$ cat src/hdl/pdmd_pkg.sv
`timescale 1ns / 1ps

package pdmd_pkg;

    // Largest message the decoder accepts by default.
    localparam int unsigned MAX_MSG_BYTES_DEF = 256;

    typedef logic [1:0] status_t;

    localparam status_t STATUS_VALID     = 2'd0;
    localparam status_t STATUS_MALFORMED = 2'd1;
    localparam status_t STATUS_NO_PORT   = 2'd2;

    typedef struct packed {
        logic [31:0] port_number;
        logic [7:0]  payload_offset;
        logic [7:0]  payload_length;
        logic        resp_wanted;
        logic [31:0] dest_id;
        logic [31:0] source_id;
        logic [31:0] query_id;
        logic [31:0] answer_id;
        logic [31:0] emoji_code;
        logic        bitfield_seen;
        logic [31:0] bitfield_value;
        status_t     status;
    } result_t;

endpackage

$ cat src/hdl/pdmd_channels.sv
`timescale 1ns / 1ps

interface pdmd_msg_if;
    logic       valid;
    logic       ready;
    logic [7:0] data_byte;
    logic       end_of_message;

    modport source (output valid, output data_byte, output end_of_message, input ready);
    modport sink   (input valid, input data_byte, input end_of_message, output ready);
endinterface

interface pdmd_result_if;
    logic                 valid;
    logic                 ready;
    logic [31:0]          port_number;
    logic [7:0]           payload_offset;
    logic [7:0]           payload_length;
    logic                 resp_wanted;
    logic [31:0]          dest_id;
    logic [31:0]          source_id;
    logic [31:0]          query_id;
    logic [31:0]          answer_id;
    logic [31:0]          emoji_code;
    logic                 bitfield_seen;
    logic [31:0]          bitfield_value;
    pdmd_pkg::status_t    status;

    modport source (
        output valid, output port_number, output payload_offset, output payload_length,
        output resp_wanted, output dest_id, output source_id, output query_id,
        output answer_id, output emoji_code, output bitfield_seen, output bitfield_value,
        output status, input ready
    );
    modport sink (
        input valid, input port_number, input payload_offset, input payload_length,
        input resp_wanted, input dest_id, input source_id, input query_id,
        input answer_id, input emoji_code, input bitfield_seen, input bitfield_value,
        input status, output ready
    );
endinterface

$ cat src/hdl/pdmd_parse.sv
`timescale 1ns / 1ps

module pdmd_parse #(
    parameter int unsigned MAX_MSG_BYTES = pdmd_pkg::MAX_MSG_BYTES_DEF
) (
    input  logic               clk,
    input  logic               rst_n,
    input  logic               in_fire,
    input  logic [7:0]         data_byte,
    input  logic               end_of_message,
    output logic               done,
    output pdmd_pkg::result_t  result
);

    localparam int POS_W = $clog2(MAX_MSG_BYTES + 1);

    localparam logic [2:0]  WT_VARINT  = 3'd0;
    localparam logic [2:0]  WT_FIXED64 = 3'd1;
    localparam logic [2:0]  WT_LEN     = 3'd2;
    localparam logic [2:0]  WT_FIXED32 = 3'd5;

    localparam logic [31:0] FIELD_PORT    = 32'd1;
    localparam logic [31:0] FIELD_PAYLOAD = 32'd2;
    localparam logic [31:0] FIELD_WANT    = 32'd3;
    localparam logic [31:0] FIELD_ID_LO   = 32'd4;
    localparam logic [31:0] FIELD_ID_HI   = 32'd8;
    localparam logic [31:0] FIELD_BITS    = 32'd9;

    localparam logic [3:0]  LAST_VARINT_BYTE = 4'd9;
    localparam int          NUM_IDS          = 5;

    typedef enum logic [2:0] {
        PH_TAG,
        PH_VARINT,
        PH_FIXED,
        PH_LEN,
        PH_PAYLOAD
    } phase_t;

    phase_t             phase_reg, phase_next;
    logic [63:0]        acc_reg, acc_next;
    logic [3:0]         cnt_reg, cnt_next;
    logic [31:0]        field_reg, field_next;
    logic [2:0]         wt_reg, wt_next;
    logic [POS_W-1:0]   remain_reg, remain_next;
    logic [POS_W-1:0]   pos_reg, pos_next;
    logic               err_reg, err_next;
    logic               port_seen_reg, port_seen_next;
    logic [31:0]        port_reg, port_next;
    logic [7:0]         off_reg, off_next;
    logic [7:0]         len_reg, len_next;
    logic               want_reg, want_next;
    logic [31:0]        id_reg [NUM_IDS];
    logic [31:0]        id_next [NUM_IDS];
    logic               has_bits_reg, has_bits_next;
    logic [31:0]        bits_reg, bits_next;

    logic [63:0]        var_acc;
    logic [63:0]        fix_acc;
    logic [3:0]         cnt_inc;
    logic [3:0]         fixed_need;
    logic [POS_W-1:0]   pos_plus1;
    logic [POS_W-1:0]   room;
    logic [2:0]         id_idx;
    logic               more;
    pdmd_pkg::status_t  status;

    assign more       = data_byte[7];
    assign var_acc    = acc_reg | (64'(data_byte[6:0]) << (7'(cnt_reg) * 7'd7));
    assign fix_acc    = acc_reg | (64'(data_byte) << {cnt_reg[2:0], 3'b000});
    assign cnt_inc    = cnt_reg + 4'd1;
    assign fixed_need = (wt_reg == WT_FIXED64) ? 4'd8 : 4'd4;
    assign pos_plus1  = pos_reg + 1'b1;
    assign room       = POS_W'(MAX_MSG_BYTES) - pos_plus1;
    // Fields 4 to 8 land at slots 0 to 4; the subtraction wraps field 8 to slot 4.
    assign id_idx     = field_reg[2:0] - 3'd4;

    always_comb
    begin
        phase_next     = phase_reg;
        acc_next       = acc_reg;
        cnt_next       = cnt_reg;
        field_next     = field_reg;
        wt_next        = wt_reg;
        remain_next    = remain_reg;
        err_next       = err_reg;
        port_seen_next = port_seen_reg;
        port_next      = port_reg;
        off_next       = off_reg;
        len_next       = len_reg;
        want_next      = want_reg;
        id_next        = id_reg;
        has_bits_next  = has_bits_reg;
        bits_next      = bits_reg;
        pos_next       = (pos_reg < POS_W'(MAX_MSG_BYTES)) ? pos_plus1 : pos_reg;

        if (!err_reg)
        begin
            if (pos_reg >= POS_W'(MAX_MSG_BYTES))
            begin
                err_next = 1'b1;
            end
            else
            begin
                case (phase_reg)
                    PH_TAG, PH_VARINT, PH_LEN:
                    begin
                        if (more)
                        begin
                            acc_next = var_acc;
                            if (cnt_reg >= LAST_VARINT_BYTE)
                                err_next = 1'b1;
                            else
                                cnt_next = cnt_inc;
                        end
                        else if (phase_reg == PH_TAG)
                        begin
                            acc_next = var_acc;
                            if (var_acc[63:3] == 61'd0)
                            begin
                                err_next = 1'b1;
                            end
                            else
                            begin
                                field_next = var_acc[34:3];
                                wt_next    = var_acc[2:0];
                                acc_next   = 64'd0;
                                cnt_next   = 4'd0;
                                case (var_acc[2:0])
                                    WT_VARINT:  phase_next = PH_VARINT;
                                    WT_FIXED64: phase_next = PH_FIXED;
                                    WT_LEN:     phase_next = PH_LEN;
                                    WT_FIXED32: phase_next = PH_FIXED;
                                    default:    err_next   = 1'b1;
                                endcase
                            end
                        end
                        else if (phase_reg == PH_VARINT)
                        begin
                            if (field_reg == FIELD_PORT)
                            begin
                                port_next      = var_acc[31:0];
                                port_seen_next = 1'b1;
                            end
                            else if (field_reg == FIELD_WANT)
                            begin
                                want_next = (var_acc != 64'd0);
                            end
                            else if (field_reg == FIELD_BITS)
                            begin
                                has_bits_next = 1'b1;
                                bits_next     = var_acc[31:0];
                            end
                            acc_next   = 64'd0;
                            cnt_next   = 4'd0;
                            phase_next = PH_TAG;
                        end
                        else
                        begin
                            // Length prefix: it must fit in what is left of the message.
                            if (var_acc > 64'(room))
                            begin
                                acc_next = var_acc;
                                err_next = 1'b1;
                            end
                            else
                            begin
                                if (field_reg == FIELD_PAYLOAD)
                                begin
                                    off_next = 8'(pos_plus1);
                                    len_next = var_acc[7:0];
                                end
                                remain_next = POS_W'(var_acc);
                                phase_next  = (var_acc == 64'd0) ? PH_TAG : PH_PAYLOAD;
                                acc_next    = 64'd0;
                                cnt_next    = 4'd0;
                            end
                        end
                    end
                    PH_FIXED:
                    begin
                        acc_next = fix_acc;
                        cnt_next = cnt_inc;
                        if (cnt_inc >= fixed_need)
                        begin
                            if (wt_reg == WT_FIXED32 && field_reg >= FIELD_ID_LO
                                && field_reg <= FIELD_ID_HI)
                                id_next[id_idx] = fix_acc[31:0];
                            acc_next   = 64'd0;
                            cnt_next   = 4'd0;
                            phase_next = PH_TAG;
                        end
                    end
                    PH_PAYLOAD:
                    begin
                        if (remain_reg != '0)
                            remain_next = remain_reg - 1'b1;
                        if (remain_next == '0)
                            phase_next = PH_TAG;
                    end
                    default:
                    begin
                        err_next = 1'b1;
                    end
                endcase
            end
        end
    end

    always_comb
    begin
        if (err_next || phase_next != PH_TAG || cnt_next != 4'd0)
            status = pdmd_pkg::STATUS_MALFORMED;
        else if (!port_seen_next || port_next == 32'd0)
            status = pdmd_pkg::STATUS_NO_PORT;
        else
            status = pdmd_pkg::STATUS_VALID;

        result = '0;
        if (status != pdmd_pkg::STATUS_MALFORMED)
        begin
            result.port_number    = port_next;
            result.payload_offset = off_next;
            result.payload_length = len_next;
            result.resp_wanted    = want_next;
            result.dest_id        = id_next[0];
            result.source_id      = id_next[1];
            result.query_id       = id_next[2];
            result.answer_id      = id_next[3];
            result.emoji_code     = id_next[4];
            result.bitfield_seen  = has_bits_next;
            result.bitfield_value = bits_next;
        end
        result.status = status;
    end

    assign done = in_fire && end_of_message;

    always_ff @(posedge clk or negedge rst_n)
    begin
        if (!rst_n)
        begin
            phase_reg     <= PH_TAG;
            acc_reg       <= 64'd0;
            cnt_reg       <= 4'd0;
            field_reg     <= 32'd0;
            wt_reg        <= 3'd0;
            remain_reg    <= '0;
            pos_reg       <= '0;
            err_reg       <= 1'b0;
            port_seen_reg <= 1'b0;
            port_reg      <= 32'd0;
            off_reg       <= 8'd0;
            len_reg       <= 8'd0;
            want_reg      <= 1'b0;
            for (int i = 0; i < NUM_IDS; i++)
                id_reg[i] <= 32'd0;
            has_bits_reg  <= 1'b0;
            bits_reg      <= 32'd0;
        end
        else if (done)
        begin
            // The final byte of a message returns the parser to its reset state.
            phase_reg     <= PH_TAG;
            acc_reg       <= 64'd0;
            cnt_reg       <= 4'd0;
            field_reg     <= 32'd0;
            wt_reg        <= 3'd0;
            remain_reg    <= '0;
            pos_reg       <= '0;
            err_reg       <= 1'b0;
            port_seen_reg <= 1'b0;
            port_reg      <= 32'd0;
            off_reg       <= 8'd0;
            len_reg       <= 8'd0;
            want_reg      <= 1'b0;
            for (int i = 0; i < NUM_IDS; i++)
                id_reg[i] <= 32'd0;
            has_bits_reg  <= 1'b0;
            bits_reg      <= 32'd0;
        end
        else if (in_fire)
        begin
            phase_reg     <= phase_next;
            acc_reg       <= acc_next;
            cnt_reg       <= cnt_next;
            field_reg     <= field_next;
            wt_reg        <= wt_next;
            remain_reg    <= remain_next;
            pos_reg       <= pos_next;
            err_reg       <= err_next;
            port_seen_reg <= port_seen_next;
            port_reg      <= port_next;
            off_reg       <= off_next;
            len_reg       <= len_next;
            want_reg      <= want_next;
            id_reg        <= id_next;
            has_bits_reg  <= has_bits_next;
            bits_reg      <= bits_next;
        end
    end

endmodule

$ cat src/hdl/pdmd_out.sv
`timescale 1ns / 1ps

module pdmd_out (
    input  logic               clk,
    input  logic               rst_n,
    input  logic               load,
    input  pdmd_pkg::result_t  load_data,
    input  logic               out_ready,
    output logic               out_valid,
    output pdmd_pkg::result_t  out_data
);

    logic               valid_reg;
    pdmd_pkg::result_t  data_reg;

    always_ff @(posedge clk or negedge rst_n)
    begin
        if (!rst_n)
            valid_reg <= 1'b0;
        else if (load)
            valid_reg <= 1'b1;
        else if (out_ready)
            valid_reg <= 1'b0;
    end

    always_ff @(posedge clk)
    begin
        if (load)
            data_reg <= load_data;
    end

    assign out_valid = valid_reg;
    assign out_data  = data_reg;

endmodule

$ cat src/hdl/protobuf_data_message_decoder_top.sv
`timescale 1ns / 1ps

// Channel   Direction  Request contents
// msg       in         data_byte, end_of_message (one message byte)
// result    out        decoded fields and status, one per message
//
// Each byte is parsed in the cycle it is accepted; one per cycle unless stalled.
// The result of a message is registered and appears the cycle after its final byte.
// A waiting result that is not taken stalls the input: msg.ready is low while the
// result register is full and result.ready is low.
// Reset clears the parse state and empties the result register.

module protobuf_data_message_decoder_top #(
    parameter int unsigned MAX_MSG_BYTES = pdmd_pkg::MAX_MSG_BYTES_DEF
) (
    input  logic           clk,
    input  logic           rst_n,
    pdmd_msg_if.sink       msg,
    pdmd_result_if.source  result
);

    logic               in_fire;
    logic               done;
    logic               out_valid;
    pdmd_pkg::result_t  parsed;
    pdmd_pkg::result_t  held;

    assign msg.ready = !out_valid || result.ready;
    assign in_fire   = msg.valid && msg.ready;

    pdmd_parse #(
        .MAX_MSG_BYTES (MAX_MSG_BYTES)
    ) u_parse (
        .clk            (clk),
        .rst_n          (rst_n),
        .in_fire        (in_fire),
        .data_byte      (msg.data_byte),
        .end_of_message (msg.end_of_message),
        .done           (done),
        .result         (parsed)
    );

    pdmd_out u_out (
        .clk       (clk),
        .rst_n     (rst_n),
        .load      (done),
        .load_data (parsed),
        .out_ready (result.ready),
        .out_valid (out_valid),
        .out_data  (held)
    );

    assign result.valid          = out_valid;
    assign result.port_number    = held.port_number;
    assign result.payload_offset = held.payload_offset;
    assign result.payload_length = held.payload_length;
    assign result.resp_wanted    = held.resp_wanted;
    assign result.dest_id        = held.dest_id;
    assign result.source_id      = held.source_id;
    assign result.query_id       = held.query_id;
    assign result.answer_id      = held.answer_id;
    assign result.emoji_code     = held.emoji_code;
    assign result.bitfield_seen  = held.bitfield_seen;
    assign result.bitfield_value = held.bitfield_value;
    assign result.status         = held.status;

endmodule

$ cat src/flat_wrapper.sv
// flat-port wrapper written by rule: the top's interface ports become plain ports
module protobuf_data_message_decoder_top_flat 
#(
    parameter int unsigned MAX_MSG_BYTES = pdmd_pkg::MAX_MSG_BYTES_DEF
)
  (clk, rst_n, msg_valid, msg_data_byte, msg_end_of_message, msg_ready, result_valid, result_port_number, result_payload_offset, result_payload_length, result_resp_wanted, result_dest_id, result_source_id, result_query_id, result_answer_id, result_emoji_code, result_bitfield_seen, result_bitfield_value, result_status, result_ready);
  pdmd_msg_if msg_i ();
  pdmd_result_if result_i ();
  input  logic clk;
  input  logic rst_n;
  input wire logic [$bits(msg_i.valid)-1:0] msg_valid;
  input wire logic [$bits(msg_i.data_byte)-1:0] msg_data_byte;
  input wire logic [$bits(msg_i.end_of_message)-1:0] msg_end_of_message;
  output wire logic [$bits(msg_i.ready)-1:0] msg_ready;
  output wire logic [$bits(result_i.valid)-1:0] result_valid;
  output wire logic [$bits(result_i.port_number)-1:0] result_port_number;
  output wire logic [$bits(result_i.payload_offset)-1:0] result_payload_offset;
  output wire logic [$bits(result_i.payload_length)-1:0] result_payload_length;
  output wire logic [$bits(result_i.resp_wanted)-1:0] result_resp_wanted;
  output wire logic [$bits(result_i.dest_id)-1:0] result_dest_id;
  output wire logic [$bits(result_i.source_id)-1:0] result_source_id;
  output wire logic [$bits(result_i.query_id)-1:0] result_query_id;
  output wire logic [$bits(result_i.answer_id)-1:0] result_answer_id;
  output wire logic [$bits(result_i.emoji_code)-1:0] result_emoji_code;
  output wire logic [$bits(result_i.bitfield_seen)-1:0] result_bitfield_seen;
  output wire logic [$bits(result_i.bitfield_value)-1:0] result_bitfield_value;
  output wire logic [$bits(result_i.status)-1:0] result_status;
  input wire logic [$bits(result_i.ready)-1:0] result_ready;
  assign msg_i.valid = msg_valid;
  assign msg_i.data_byte = msg_data_byte;
  assign msg_i.end_of_message = msg_end_of_message;
  assign msg_ready = msg_i.ready;
  assign result_valid = result_i.valid;
  assign result_port_number = result_i.port_number;
  assign result_payload_offset = result_i.payload_offset;
  assign result_payload_length = result_i.payload_length;
  assign result_resp_wanted = result_i.resp_wanted;
  assign result_dest_id = result_i.dest_id;
  assign result_source_id = result_i.source_id;
  assign result_query_id = result_i.query_id;
  assign result_answer_id = result_i.answer_id;
  assign result_emoji_code = result_i.emoji_code;
  assign result_bitfield_seen = result_i.bitfield_seen;
  assign result_bitfield_value = result_i.bitfield_value;
  assign result_status = result_i.status;
  assign result_i.ready = result_ready;
  protobuf_data_message_decoder_top #(.MAX_MSG_BYTES(MAX_MSG_BYTES)) u_core (.clk(clk), .rst_n(rst_n), .msg(msg_i), .result(result_i));
endmodule
$ cat config.mk
export PLATFORM = sky130hd
export DESIGN_NAME = protobuf_data_message_decoder_top_flat
export DESIGN_NICKNAME = d
export VERILOG_FILES = /design/src/hdl/pdmd_pkg.sv /design/src/hdl/pdmd_channels.sv /design/src/hdl/pdmd_parse.sv /design/src/hdl/pdmd_out.sv /design/src/hdl/protobuf_data_message_decoder_top.sv /design/src/flat_wrapper.sv
export SDC_FILE = /design/constraint.sdc
export NUM_CORES = 1
export LEC_CHECK = 0
export BUFFER_PORTS_ARGS = -buffer_cell sky130_fd_sc_hd__buf_4
export CAP_MARGIN = 20
export CORE_ASPECT_RATIO = 0.9
export CORE_MARGIN = 3
export CORE_UTILIZATION = 50
export CTS_BUF_LIST = sky130_fd_sc_hd__clkbuf_8
export DETAILED_ROUTE_END_ITERATION = 16
export PLACE_DENSITY_LB_ADDON = 0.08
export SLEW_MARGIN = 20
export SYNTH_ARGS = -nofsm -noshare
export SYNTH_HDL_FRONTEND = slang
export SYNTH_SLANG_ARGS = --single-unit
$ cat constraint.sdc
create_clock -name clk -period 10.68 [get_ports clk]
set_input_delay 0.534 -clock clk [delete_from_list [all_inputs] [get_ports clk]]
set_output_delay 0.534 -clock clk [all_outputs]
set_load 0.005 [all_outputs]
# After elaboration in Yosys (flattened, before gate mapping)
# Cells that the tools add are included.
# W data, S select, Z words.
[classes] n_addsub=5 multipliers=1 order_cmp=9 n_eq_ne=22 shifts=2 n_mux=166 bitwise=3 reduce_logical=36
[op_table] op="$mux W160" n=7
[op_table] op="$mux W32" n=29
[op_table] op="$mux W64" n=10
[op_table] op="$bwmux W160" n=1
[op_table] op="$mux W8" n=20
[op_table] op="$mux W9" n=15
[op_table] op="$or A64 B64 Y64" n=2
[op_table] op="$pmux W64 S2" n=1
[op_table] op="$demux W32 S3" n=1
[op_table] op="$eq A32 B2 Y1 const B" n=2
[op_table] op="$gt A64 B9 Y1" n=1
[op_table] op="$logic_not A64 Y1" n=1
[op_table] op="$reduce_bool A64 Y1" n=1
[op_table] op="$shl A7 B7 Y64" n=1
[op_table] op="$shl A8 B6 Y64" n=1
[op_table] op="$logic_not A61 Y1" n=1
[op_table] op="$mux W3" n=20
[op_table] op="$mux W4" n=12
[op_table] op="$mux W1" n=43
[op_table] op="$eq A32 B1 Y1 const B" n=1
[op_table] op="$eq A32 B4 Y1 const B" n=1
[op_table] op="$ge A32 B3 Y1 const B" n=1
[op_table] op="$le A32 B4 Y1 const B" n=1
[op_table] op="$logic_not A32 Y1" n=1
[op_table] op="38 further kinds" n=70
[word_totals] regBits=613 in_bits=13

# Depth between registers and ports, before layout
# Gate-level depths: netlist (run 1).
[logic_depth] depth_word=17 ltp_mapped=23 depth_no_buf=20

# Modules after synthesis
# From an unflattened synthesis (run 1), not the netlist that was laid out.
[hier_totals] cells_unflattened=2859 area_unflattened_um2=29235.5
[by_module_without_submodules] mod="pdmd_parse" instances=1 cells_each=2610 area_per_inst_um2=21849.7
[by_module_without_submodules] mod="pdmd_out" instances=1 cells_each=247 area_per_inst_um2=7363.3
[by_module_without_submodules] mod="protobuf_data_message_decoder_top" instances=1 cells_each=2 area_per_inst_um2=22.5

# Least setup slack after synthesis (run 1)
# Ideal clock, no wire load.
[synth_timing] path_type="input to register" start="input port msg_end_of_message" end="register u_core.u_out.data_reg (netlist bit u_core.u_out.out_data[0]), enable pin" setup_ps=705 arrival_ps=8036 path_slack_ps=1939 stages=5 path_buffers=3 cell_sequence="clkbuf_1 -> clkbuf_1 -> nand2_1 -> inv_1 -> clkbuf_1"
[synth_via] elab_chain_len=1
[synth_rtl] element="start, declared" line="flat_wrapper.sv:13" rtl="input wire logic [$bits(msg_i.end_of_message)-1:0] msg_end_of_message;"
[synth_rtl] element="$logic_and A1 B1 Y1" line="pdmd_parse.sv:237" rtl="assign done = in_fire && end_of_message;"
[synth_rtl] element="via u_core.done" line="protobuf_data_message_decoder_top.sv:23" rtl="logic done;"
[synth_rtl] element="end signal, assigned" line="pdmd_out.sv:29" rtl="data_reg <= load_data;"
[synth_rtl] element="end, declared" line="pdmd_out.sv:14" rtl="pdmd_pkg::result_t data_reg;"
# The timed path passes the listed nets, and every way through them passes these cells.
# A chain may end at the register's enable or synchronous reset.

# Worst setup path in the final report (run 1)
[layout_timing] start="register u_core.u_parse.cnt_reg[2]" end="register u_core.u_out.data_reg (netlist bit u_core.u_out.out_data[13]), data pin"
[layout_via] elab_chain_len=17
[layout_rtl] element="start, declared" line="pdmd_parse.sv:42" rtl="logic [3:0] cnt_reg, cnt_next;"
[layout_rtl] element="start signal, assigned" line="pdmd_parse.sv:286" rtl="cnt_reg <= cnt_next;"
[layout_rtl] element="branches (longest 17 deep; another with $gt A64 B9 Y1)"
# Several ways; the timed one is not identified.

==> results of run 1 <==
[power groups by stage]
stage                     combinational, mW  sequential [mW]  clock (mW)
final                                  1.51             2.69        2.06
after global routing                   1.62             2.71        2.21
after CTS                              1.49             2.69        2.10
after detailed placement               1.49             2.73           0
after global placement                 1.45             2.73           0
after floorplan                        1.06             2.69           0
[per-layer routing]
metal	global-route usage	vias to the layer above	share of wire	routed length, um
met1	0.410	11200	0.44	36600
met2	0.434	933	0.46	38300
met5	0	-	0.00016	13
met4	0.0932	2	0.028	2340
met3	0.0506	164	0.071	5890
li1	-	10600	-	-
[critical path, stage by stage (launching register included)]
cell	delay, ns
dfrtp_1	0.98
nor3_2	0.28
a21o_1	0.30
o21ai_1	0.40
inv_1	0.34
ha_1	0.38
nor2b_1	0.14
o211ai_1	0.18
a21oi_1	0.10
o31ai_1	0.35
nand3_2	0.24
or3_1	0.42
a32o_1	0.28
nor4_1	0.49
nand3_4	0.62
buf_4	0.66
a211oi_1	0.34
[cells in the final DEF (no fill, tap or decap), drive strengths merged, types with 76 or more instances in the layout]
cell / count
a211oi: 91
a21oi: 337
buf: 323
clkbuf: 127
dfrtp: 369
edfxtp: 244
inv: 76
nand2: 351
nor2: 488
nor3: 77
o21ai: 281
[synth_stat cells, types with 34 or more instances]
library cell / n / share of area
nor3_1: 77 / 0.014
edfxtp_1: 244 / 0.26
nand2_1: 351 / 0.047
a21oi_1: 336 / 0.060
nor2_1: 488 / 0.066
dfrtp_1: 369 / 0.33
a22oi_1: 38 / 0.010
nor4_1: 37 / 0.0083
o221ai_1: 34 / 0.011
o21ai_0: 276 / 0.050
clkbuf_1: 211 / 0.028
a211oi_1: 91 / 0.025
[layout make-up]
| cell class | count | area [um^2] |
|---|---|---|
| fillers | 4704 | 22500 |
| flip-flops and latches | 613 | 16600 |
| multi-input cells | 1978 | 10200 |
| repair buffers | 324 | 2460 |
| clock buffers | 127 | 1750 |
| well taps | 705 | 882 |
| clock inverters | 58 | 295 |
| inverters | 33 | 131 |
[cell families (layout without fill, tap and decap cells)]
family	Yosys count	in the layout	share of synthesized area
AOI/OAI and AO/OA	873	873	0.183
xor gates and xnor gates	18	18	0.00566
adders and majority gates	18	18	0.00808
buffers and inverters	287	542	0.0440
DFF	613	613	0.594
muxes	5	5	0.00180
and+or+nand+nor	1064	1064	0.163
[final timing paths]
path	start	to	slack [ns]	depth (start not counted)
min in group asynchronous	rst_n	u_core.u_parse.bits_reg[20]$_DFFE_PN0N_	0.50	2
worst max-delay path	u_core.u_parse.cnt_reg[2]$_DFFE_PN0N_	u_core.u_out.out_data[13]$_SDFFCE_PN0P_	3.90	16
worst max register to register	u_core.u_parse.cnt_reg[2]$_DFFE_PN0N_	u_core.u_out.out_data[13]$_SDFFCE_PN0P_	3.90	16
max in group asynchronous	rst_n	u_core.u_parse.acc_reg[7]$_DFFE_PN0P_	7.72	4
worst min-delay path	msg_data_byte[3]	u_core.u_parse.acc_reg[51]$_DFFE_PN0P_	0.23	3
worst min register to register	u_core.u_parse.acc_reg[35]$_DFFE_PN0P_	u_core.u_parse.acc_reg[35]$_DFFE_PN0P_	0.47	2
[repair_timing]
action,4_1_cts,5_1_grt
setup endpoints to repair,0,0
endpoints found under the hold margin,111,0
setup buffers,0,0
hold buffers,1,0
==> impl_metrics.csv, run 1 <==
group,metric,value,unit
timing,tightest_slew,1.17,ns
run,cap_viol_max_count,0,
place,dpl_cell_area,30200,um^2
final_layout,fin_nets,3081,
power_and_ir_drop,comb_power_share,0.242,
detailed_routing,vias,22900,
setup_path,crit_path_max_fanout,94,
power_and_ir_drop,power.density,194,nW/um^2
timing,tns,0,ns
clocking,clk_pin_slew,0.06,ns
synth,ys.flop_type,"dfrtp_1",
floorplanning,core,54700,um^2
clocking,cts_buffer_depth,3,
grt,grt_use_total,0.283,
power_and_ir_drop,vdd_drop_max,0.000190,V
setup_path,arrival,7.27,ns
place,dp_slack,3.77,ns
clocking,cts_tree,"done",
power_and_ir_drop,pwr-share-seq,0.430,
detailed_routing,ant_nets,0,
grt,grt-ovfl-total,0,
synth,synth_edf_count,244,
timing,fin_skew,0.0374,ns
detailed_routing,drt-initial-drc-count,2317,
floorplanning,die_w,255,um
grt,grt_first_pass_wirelength,129000,um
power_and_ir_drop,p_switching,2.21,mW
synth,yosysWarnings,0,
synth,ys_seq_area_frac,0.594,
synth,async_reset_ff_frac,0.602,
detailed_routing,totalWireLength,83200,um
timing,finalWorstSetupSlack,3.90,ns
setup_path,critPathKind,"register to register",
power_and_ir_drop,clkPwrFrac,0.328,
power_and_ir_drop,p_leak,12.9,nW
timing,rsz0062_at_grt,"false",
synth,syn_nets,2909,
floorplanning,start_util,0.509,
final_layout,largest_reg_flops,244,
timing,slew_headroom,0.223,
final_layout,area_delta_synth_final,15.8,%
place,place_inst,3651,
detailed_routing,via_per_inst,5.97,
place,dp_hpwl,53400,um
timing,whs,0.231,ns
grt,grt_max_degree,183,
power_and_ir_drop,finalPower,6.26,mW
floorplanning,rows,81,
timing,post-route-period-util,0.635,
place,place.port_buffers,258,
timing,slew_violations,0,
detailed_routing,routedWlPerCell,21.7,um
timing,setup_violations,0,
final_layout,drive_gt1_frac,0.160,
synth,ys_seq_elements,613,
place,place_congestion,0.974,
synth,synth.cell_area,27900,um^2
power_and_ir_drop,p_int,4.05,mW
timing,fin_crit,6.78,ns
clocking,clk_latency,0.71,ns
setup_path,cp-start-kind,"register",
floorplanning,fp.dieArea,58600,um^2
final_layout,post-route-util,0.590,
synth,syn_avg_cell_area,9.68,um^2
clocking,cts-root-buf,"clkbuf_8",
grt,grt_pass1_vias,22000,
timing,hold_violations,0,
synth,yosysUniqueCellTypes,74,
clocking,cts_resized,0,
synth,synth_cells,2878,
status,status,"complete, no violations",
clocking,clock-sinks,613,
floorplanning,io_pins,259,
final_layout,antenna_cells,0,
setup_path,critical_path_required,11.17,ns
final_layout,post-route-cell-area,32300,um^2
setup_path,end_kind,"register",
power_and_ir_drop,switching_share,0.353,
detailed_routing,drc,0,
hold_path,hold_path_class,"input pin to register",
detailed_routing,dr.pass1.iters,6,
grt,antenna_found_initial,1,
floorplanning,die_height,230,um
timing,fmax,0.147,GHz
final_layout,finalNonFillerCells,3838,
clocking,cts_buffers,100,
clocking,h-tree-depth,3,
(Power assumes the default switching activity.)
==> inputs of run 2 (changes only) <==
Settings changed: ABC_AREA from default to 1.
Clock period 10.68 ns to 5.9 ns, I/O delays scaled along.
==> run 2 against run 1 <==
Against the previous run: worst setup slack got worse by 2.8 ns; critical endpoint is now u_core.u_out.out_data[16]$_SDFFCE_PN0P_; largest power group is now combinational logic; cell area is 5.6% higher; maximum frequency increased by 40%; critical path type unchanged; largest cell class unchanged.
==> impl_metrics.csv, run 2 <==
group,metric,value,unit
grt,grt_use_total,0.293,
setup_path,arrival,5.42,ns
timing,setup_violations,0,
hold_path,hold_depth,5,
synth,synth_top_area_frac,0.313,
timing,slew_violations,0,
timing,fin_skew,0.0247,ns
clocking,clk_latency,0.72,ns
final_layout,largest_reg_flops,244,
detailed_routing,vias,24400,
timing,slew_headroom,0.277,
synth,ys_seq_area_frac,0.561,
clocking,clk_pin_slew,0.06,ns
floorplanning,die_w,262,um
detailed_routing,dr.pass1.iters,6,
setup_path,cp-start-kind,"register",
synth,yosys.area.top_type,"dfrtp_1",
clocking,cts-root-buf,"clkbuf_8",
detailed_routing,drt-initial-drc-count,2844,
synth,synthTopCellsByCount,"nand2_1 (489), inv_1 (393), dfrtp_1 (369)",
synth,ys.flop_type,"dfrtp_1",
synth,synth.cell_area,29500,um^2
setup_path,reg2regPathDepth,26,
final_layout,area_delta_synth_final,15.4,%
run,cap_viol_max_count,0,
timing,tightest_slew,1.08,ns
synth,yosysWarnings,0,
synth,synth.most_common_cell,"nand2_1",
setup_path,worstReg2RegEnd,"u_core.u_out.out_data[16]$_SDFFCE_PN0P_",
detailed_routing,ant_nets,0,
final_layout,layout_commonest_cell,"nand2_1",
power_and_ir_drop,p_leak,14.8,nW
final_layout,fin_nets,3417,
grt,grt_pass1_vias,23000,
synth,ys_seq_elements,613,
grt,grt_first_pass_wirelength,140000,um
hold_path,whs_endpoint,"u_core.u_parse.cnt_reg[3]$_DFFE_PN0N_",
place,dp_slack,1.08,ns
floorplanning,core,57700,um^2
setup_path,worstReg2RegStart,"u_core.u_parse.pos_reg[0]$_DFFE_PN0P_",
setup_path,r2r_setup_slack,1.05,ns
power_and_ir_drop,power.density,394,nW/um^2
clocking,cts_resized,0,
floorplanning,start_util,0.511,
status,status,"complete, no violations",
place,dp_hpwl,61000,um
floorplanning,rows,83,
grt,grt_max_degree,152,
clocking,cts_buffers,100,
hold_path,hold_path_class,"input pin to register",
final_layout,post-route-util,0.590,
timing,tns,0,ns
timing,fmax,0.206,GHz
detailed_routing,routedWlPerCell,21.5,um
timing,rsz0062_at_grt,"false",
final_layout,fill_cells,5125,
detailed_routing,via_per_inst,5.75,
setup_path,end_kind,"register",
place,place_congestion,0.940,
synth,synth_edf_count,244,
final_layout,drive_gt1_frac,0.177,
floorplanning,io_pins,259,
synth,async_reset_ff_frac,0.602,
synth,yosys-top-cells-area,"dfrtp_1 (31%), edfxtp_1 (25%), nand2_1 (6.2%)",
synth,synth_cells,3163,
floorplanning,die_height,237,um
timing,hold_violations,0,
timing,fin_crit,4.85,ns
power_and_ir_drop,vdd_drop_max,0.000224,V
synth,syn_avg_cell_area,9.33,um^2
timing,finalWorstSetupSlack,1.05,ns
clocking,cts_tree,"done",
synth,yosysUniqueCellTypes,52,
detailed_routing,totalWireLength,91300,um
final_layout,finalNonFillerCells,4237,
grt,grt-ovfl-total,0,
timing,whs,0.0943,ns
timing,post-route-period-util,0.823,
clocking,h-tree-depth,3,
hold_path,hp-start,"msg_end_of_message",
setup_path,critPathKind,"register to register",
place,place.port_buffers,258,
detailed_routing,drc,0,
place,place_inst,4047,
grt,antenna_found_initial,2,
setup_path,crit_start,"u_core.u_parse.pos_reg[0]$_DFFE_PN0P_",
clocking,clock-sinks,613,
floorplanning,fp.dieArea,62000,um^2
setup_path,crit_path_max_fanout,29,
setup_path,critical_path_required,6.47,ns
final_layout,final_cell_mix,"nand2_1 (484), inv_1 (435), dfrtp_1 (369)",
clocking,cts_buffer_depth,3,
synth,syn_nets,3194,
-- run 2: cell count changes in the layout (fill, tap and decap cells not counted), moves of 38 or more --
cell / change
nor2_1: -149
a32oi_1: +49
o22ai_1: +240
nand3_1: +67
nor2_4: +107
nand2_1: +138
o21ai_1: +38
inv_1: +361
a211oi_1: -87
a21oi_1: -217
nor3_1: -60
a22oi_1: -38
-- run 2: critical path, cell delays in order (launching register included) --
cell and delay (ns):
dfrtp_1 0.45, inv_1 0.15, nor3_1 0.30, nand2_1 0.09, nor2_1 0.16, xor2_1 0.38, nand3_1 0.18, nor3_1 0.22
xnor2_1 0.12, ha_1 0.30, or2_2 0.12, nand3_1 0.07, nor2_1 0.10, nand2_1 0.06, nor2_2 0.13, nand3_4 0.13
nand2_2 0.11, nand3_2 0.20, nand2_1 0.12, nand2_1 0.05, nand2_1 0.09, nand2_1 0.06, nor2_1 0.18, nand3_4 0.32
buf_12 0.30, buf_12 0.17, nor2_1 0.12
-- run 2: repair_timing --
| item | 4_1_cts | 5_1_grt |
|---|---|---|
| setup buffers | 0 | 0 |
| hold endpoints to repair | 97 | 0 |
| hold buffers | 2 | 0 |
-- run 2: final cells by class --
class / count / area, um^2 / area share
diodes: 1 / 2.50 / 0.0000734
clock inverters: 69 / 360 / 0.0106
flip-flops and latches: 613 / 16600 / 0.486
clock buffers: 118 / 1620 / 0.0477
repair buffers: 324 / 2590 / 0.0760
well taps: 765 / 957 / 0.0281
inverters: 403 / 1530 / 0.0448
multi-input cells: 1944 / 10500 / 0.307
-- run 2: cell families after synthesis --
family,Yosys count,synth area share
buffers and inverters,606,0.0882
flip-flops,613,0.561
multiplexers,4,0.00144
AO/OA/AOI/OAI,785,0.155
AND/OR/NAND/NOR,1116,0.180
XOR/XNOR,21,0.00623
adder cells (fa/ha/maj),18,0.00763
-- run 2: where the power goes --
| part | internal (mW) | leakage, nW | total [mW] | switching, mW |
|---|---|---|---|---|
| logic | 1.21 | 6.10 | 4.93 | 3.71 |
| registers | 4.68 | 7.48 | 4.86 | 0.180 |
| clock network | 1.91 | 1.18 | 3.65 | 1.74 |
-- run 2: through the flow --
stage	total power, mW	area, um^2
floorplan	8.10	29500
global route	14.1	34100
global placement	9.71	32000
CTS	13.4	34100
detailed placement	9.74	32100
finish	13.4	34100
-- run 2: worst max-delay path by stage --
stage | depth (start not counted) | endpoint
3_3_place_gp | 24 | u_core.u_out.out_data[0]$_DFFE_PP_
4_1_cts | 26 | u_core.u_out.out_data[25]$_SDFFCE_PN0P_
2_1_floorplan | 8 | u_core.u_parse.remain_reg[4]$_DFFE_PN0P_
3_5_place_dp | 26 | u_core.u_out.out_data[25]$_SDFFCE_PN0P_
5_1_grt | 26 | u_core.u_out.out_data[200]$_SDFFCE_PN0P_
6_report | 26 | u_core.u_out.out_data[16]$_SDFFCE_PN0P_
-- run 2: routing by layer --
layer | vias to the layer above | routed length, um | part of all wire | track usage
li1 | 11200 | - | - | -
met1 | 11800 | 39600 | 0.43 | 0.430
met2 | 1150 | 40400 | 0.44 | 0.430
met3 | 195 | 8320 | 0.091 | 0.0667
met4 | 2 | 2940 | 0.032 | 0.0962
met5 | - | 13 | 0.00014 | 0
